[src/rtl/irt_pkg.sv]
`default_nettype none
// ----------------------------------------------------------------------------
// irt_pkg: shared types and constants of the interval reservation table
// sizes of the table and the time words, result codes, cell link type
// ----------------------------------------------------------------------------
package irt_pkg;

	localparam int TABLE_DEPTH = 64;
	localparam int TIME_W      = 32;
	localparam int FIELD_W     = 32;
	localparam int USED_W      = 7;
	localparam int CNT_W       = $clog2(TABLE_DEPTH + 1);

	typedef logic [TIME_W-1:0] time_t;
	typedef logic [CNT_W-1:0]  cnt_t;

	typedef enum logic [1:0] {
		ST_BOOKED  = 2'd0,
		ST_OVERLAP = 2'd1,
		ST_FULL    = 2'd2
	} status_t;

	// token and running overlap flag passed from cell to cell
	typedef struct packed {
		logic tok;
		logic hit;
	} irt_link_t;

endpackage : irt_pkg
`default_nettype wire

[src/rtl/irt_cell.sv]
`default_nettype none
// ----------------------------------------------------------------------------
// irt_cell: one entry of the reservation table
// holds one interval, checks the broadcast request against it when the scan
// token passes, and forwards token and overlap flag to the next cell
// ----------------------------------------------------------------------------
module irt_cell (
	input  wire                      clk,
	input  wire                      arst_n,
	input  wire irt_pkg::time_t      req_start,
	input  wire irt_pkg::time_t      req_end,
	input  wire irt_pkg::irt_link_t  link_in,
	output irt_pkg::irt_link_t       link_out,
	input  wire                      wr_en
);
	import irt_pkg::*;

	logic      valid_q;
	time_t     start_q;
	time_t     end_q;
	irt_link_t link_q;
	logic      overlap;

	// half-open intervals overlap unless one ends at or before the other starts
	assign overlap = valid_q && (req_start < end_q) && (start_q < req_end);

	always_ff @(posedge clk or negedge arst_n) begin
		if (!arst_n) begin
			valid_q <= 1'b0;
			link_q  <= '0;
		end else begin
			link_q.tok <= link_in.tok;
			link_q.hit <= link_in.tok && (link_in.hit || overlap);
			if (wr_en) begin
				valid_q <= 1'b1;
			end
		end
	end

	always_ff @(posedge clk) begin
		if (wr_en) begin
			start_q <= req_start;
			end_q   <= req_end;
		end
	end

	assign link_out = link_q;

endmodule : irt_cell
`default_nettype wire

[config.mk]
export PLATFORM = sky130hd
export DESIGN_NAME = irt_cell
export DESIGN_NICKNAME = d
export VERILOG_FILES = /design/src/rtl/irt_pkg.sv /design/src/rtl/irt_cell.sv
export SDC_FILE = /design/constraint.sdc
export NUM_CORES = 1
export LEC_CHECK = 0
export BUFFER_PORTS_ARGS = -buffer_cell sky130_fd_sc_hd__buf_2
export CORE_MARGIN = 2
export CORE_UTILIZATION = 50
export CTS_CLUSTER_SIZE = 28
export DETAILED_ROUTE_END_ITERATION = 12
export GPL_TIMING_DRIVEN = 0
export PLACE_DENSITY = 0.73
export SLEW_MARGIN = 40
export SYNTH_ARGS = -nofsm -noshare
export SYNTH_HDL_FRONTEND = slang
export SYNTH_SLANG_ARGS = --single-unit
[constraint.sdc]
create_clock -name clk -period 1.94 [get_ports clk]
set_clock_uncertainty 0.15 [all_clocks]
set_input_delay 0.388 -clock clk [delete_from_list [all_inputs] [get_ports clk]]
set_output_delay 0.388 -clock clk [all_outputs]
set_load 0.005 [all_outputs]
* Word level (Yosys, flattened, before mapping)
Index checks and enable logic that the tools add are counted.
Storage, ports and cells: flip-flop bits (word level) 67, latch bits 0, RAM bits 0, ROM bits 0, input port bits 69, output and inout port bits 2, logic and storage cells 11, memories 0
Cells by class: $add $sub $neg 0, $mul 0, div/mod/pow operators 0, magnitude comparators 2, equal/unequal tests 0, shift-type cells 0, multiplexer cells 0, bitwise operators 0, reduce and logical (&&, ||, !) cells 4
Operator list (number):
- $lt 32x32->1 | 2
- $logic_and 1x1->1 | 3
- $logic_or 1x1->1 | 1

* Logic depth before layout (Yosys ltp)
depth after elaboration 5, mapped depth 8, gate-level depth less buffers 8

* Least setup slack after synthesis
OpenSTA, ideal clock, no wires.
path kind input-to-reg, start point input req_start[31], end point register link_q (netlist bit link_out[0]), library setup time 101 ps, arrival 1890 ps, required time 1689 ps, slack -201 ps, stages 6, buffers on the path 0, cell sequence ha_1 a2111oi_4 o211ai_1 a2111oi_2 a32oi_1 nor4_1
Between the ends: longest elaborated chain between the ends 5
Ends and longest elaborated chain:
- start: declaration | RTL line irt_cell.sv:10 | input wire irt_pkg::time_t req_start,
- $lt 32x32->1 | RTL line irt_cell.sv:25 | assign overlap = valid_q && (req_start < end_q) && (start_q < req_end);
- $logic_and 1x1->1 (2 in a row) | RTL line irt_cell.sv:25
- $logic_or 1x1->1 | RTL line irt_cell.sv:33 | link_q.hit <= link_in.tok && (link_in.hit || overlap);
- $logic_and 1x1->1 | RTL line irt_cell.sv:33
- end: declaration | RTL line irt_cell.sv:21 | irt_link_t link_q;
Every way passes these cells. A chain may end at the register's enable or synchronous reset.

* Worst setup path after layout
start point register end_q[14], end point register link_q (netlist bit link_out[0])
Between the ends: longest elaborated chain between the ends 5
Ends and longest elaborated chain:
- start: declaration | RTL line irt_cell.sv:20 | time_t end_q;
- start signal: assignment | RTL line irt_cell.sv:43 | end_q <= req_end;
- $lt 32x32->1 | RTL line irt_cell.sv:25
- $logic_and 1x1->1 (2 in a row) | RTL line irt_cell.sv:25
- $logic_or 1x1->1 | RTL line irt_cell.sv:33
- $logic_and 1x1->1 | RTL line irt_cell.sv:33
Every way passes these cells.

==> results.yml <==
run_status:
  status: "finished, violations left"
  violations: "negative setup slack"
pwr:
  combinationalPowerShare: 0.168
  clockPowerShare: 0.293
  p_int_w: 0.00241
  p_per_area_nw_per_um2: 735
  leakagePower_nw: 2.05
  power_w: 0.00324
  seqPwrFrac: 0.539
  ir_drop_v: 0.000441
  swShare: 0.257
  switchingPower_w: 0.000833
min_path:
  min_path_type: "primary input to register"
detailed_routing:
  vias: 2443
  wire_per_inst_um: 15.1
  vias_per_cell: 5.14
  drt-initial-drc-count: 91
  ant_nets: 0
  routed_wl_um: 7170
  drc: 0
  dr.pass1.iters: 4
grt:
  grtUsageMet1: 0.227
  grt_pass1_vias: 2433
  grtUsageTotal: 0.185
  grt.overflow.total: 0
  use_met3: 0.0550
  use_met2: 0.314
  antenna_found_initial: 0
  gr-max-usage-layer: "met2"
  grt_max_degree: 66
  grt_pass1_wl_um: 10700
cells_and_area:
  fin_nets: 505
  fillers: 562
  multi_input_area_um2: 1500
  final_cell_mix: "69 x buf_2, 64 x edfxtp_1, 61 x inv_1"
  final_cells: 475
  diodes: 0
  synthToLayoutAreaGrowth_pct: 23.5
  drive_above_1_share: 0.274
  final_common_cell: "buf_2"
  design_area_um2: 4410
  register_area_um2: 2000
timing:
  layout_setup_ws_ns: -0.0985
  finalCriticalPeriod_ns: 2.04
  finalSetupTns_ns: -0.0985
  finalCritPeriodShare: 1.05
  rsz0062_at_grt: "yes"
  slew_headroom: 0.667
  finalMaxSlewViolations: 0
  hold_viol: 0
  finalSetupViolations: 1
  tightest_slew_ns: 0.499
  fmax_ghz: 0.491
cts:
  h-tree-depth: 3
  cts_tree: "built"
  cts_buffers: 9
  numClockSinks: 67
  insertion_delay_ns: 0.34
  cts-root-buf: "clkbuf_8"
  cts.path.max_buffers: 2
  clk_pin_slew_ns: 0.07
placement:
  dp_hpwl_um: 5250
  dp.cells: 455
  portBuffers: 70
  dpl_cell_area_um2: 4060
  place_congestion: 0.821
floorplan:
  coreArea_um2: 6870
  ios: 71
  die_w_um: 88.5
  dieHeight_um: 88.5
  placementRows: 30
  start_util: 0.519
  dieArea_um2: 7830
logic_synthesis:
  synth_area_um2: 3570
  yosysSeqAreaShare: 0.560
  yosysWarnings: 0
  post_synth.cell_area_avg_um2: 12.3
  synth_cell_type_count: 25
  synthesis.instances: 289
  synth_nets: 420
  yosys_register_bits: 67
setup_path:
  path_class: "register to register"
  critPathMaxStageDelay_ns: 0.41
  path_cells: "inv_1 > ha_1 > nand4_1 > or3_4 > nor4_4 > a211oi_2 > o22ai_1 > nor4_2"
  cp-start-kind: "register"
  crit_path_max_fanout: 3
  cpMaxStageDelayCell: "or3_4"
  critPathRequiredTime_ns: 2.01
  critical_path_arrival_ns: 2.11
  end_kind: "register"
flow_run:
  maxCapViolCount: 0
==> synthesized netlist by cell type, drive strengths merged <==
| library cell | number | area share |
|---|---|---|
| edfxtp | 64 | 0.54 |
| inv | 64 | 0.067 |
| ha | 62 | 0.22 |
| a21oi | 23 | 0.032 |
| nand2 | 15 | 0.016 |
| nand4 | 9 | 0.016 |
| nand3 | 7 | 0.0098 |
| o21ai | 7 | 0.0098 |
| a21o | 6 | 0.013 |
| a2111oi | 5 | 0.019 |
| nor2 | 5 | 0.0053 |
| nor3 | 4 | 0.0056 |
| nor4 | 4 | 0.0070 |
| dfrtp | 3 | 0.021 |
| a211oi | 2 | 0.0042 |
| a22oi | 2 | 0.0042 |
| a32oi | 1 | 0.0025 |
| and4 | 1 | 0.0025 |
| nand2b | 1 | 0.0018 |
| o211ai | 1 | 0.0021 |
| o22ai | 1 | 0.0018 |
| or2 | 1 | 0.0018 |
| or3 | 1 | 0.0018 |
==> sequential cells by signal (all words and copies together) (netlist names) <==
name	count
link_out	2
valid_q	1
end_q	32
start_q	32
==> power groups by stage <==
| stage | Combinational, W | Clock [W] | Sequential (W) |
|---|---|---|---|
| global placement | 0.000463 | 0 | 0.00177 |
| finish | 0.000544 | 0.000951 | 0.00175 |
| detailed placement | 0.000483 | 0 | 0.00177 |
| floorplan | 0.000276 | 0 | 0.00176 |
| global route | 0.000625 | 0.00103 | 0.00175 |
| CTS | 0.000491 | 0.000981 | 0.00175 |
==> cell type report <==
cell class,instances,share of cell area
Sequential cell,67,0.453
Multi-Input combinational cell,158,0.340
Timing Repair Buffer,74,0.0903
Inverter,64,0.0545
Clock buffer,12,0.0307
Tap cell,96,0.0273
Clock inverter,4,0.00398
==> kinds of logic (layout without fill, tap and decap cells) <==
| family | after synthesis | in the layout | share of synthesized area |
|---|---|---|---|
| flip-flops | 67 | 67 | 0.560 |
| buffers and inverters | 64 | 154 | 0.0673 |
| AND/OR/NAND/NOR | 48 | 48 | 0.0670 |
| adder cells (fa/ha/maj) | 62 | 62 | 0.217 |
| AO/OA/AOI/OAI | 48 | 48 | 0.0887 |
==> path summary, 6_finish.rpt <==
check / from / end / cells past startpoint / slack (ns)
min in group asynchronous: arst_n / link_out[0]$_DFF_PN0_ / 2 / 0.23
min reg2reg: valid_q$_DFFE_PN0P_ / valid_q$_DFFE_PN0P_ / 1 / 0.32
max reg2reg: end_q[14]$_DFFE_PP_ / link_out[0]$_DFF_PN0_ / 8 / -0.1
max in group asynchronous: arst_n / link_out[1]$_DFF_PN0_ / 2 / 1.29
min: link_in[1] / link_out[1]$_DFF_PN0_ / 1 / 0.08
max: end_q[14]$_DFFE_PP_ / link_out[0]$_DFF_PN0_ / 8 / -0.1
==> repair_timing <==
item / CTS / global route
endpoints found under the setup margin: 1 / 1
gates resized for setup: 2 / 19
pin swaps: 5 / 13
hold endpoints to repair: 3 / 0
hold buffers: 1 / 0
buffers inserted: 0 / 2
==> worst max-delay path: cells and delay by family, from the launching register on <==
family,cells,cell delay [ns]
buffers and inverters,1,0.04
adders and majority gates,1,0.30
and+or+nand+nor,4,0.86
DFF,1,0.32
AOI/OAI and AO/OA,2,0.25
==> stage by stage <==
step	worst slack, ns	hold slack [ns]	util
2_1_floorplan	0.00793	-0.0576	-
3_3_place_gp	-0.412	0.0434	0.591
3_5_place_dp	-0.380	0.0453	0.591
4_1_cts	-0.201	0.0570	0.616
5_1_grt	-0.201	0.0627	0.641
6_report	-0.0985	0.0757	0.641
==> per-layer routing <==
layer,up-vias,part of all wire
met4,0,0.0074
met2,66,0.50
met3,7,0.050
li1,1216,-
met1,1154,0.44
met5,-,0
(Power assumes the default switching activity.)
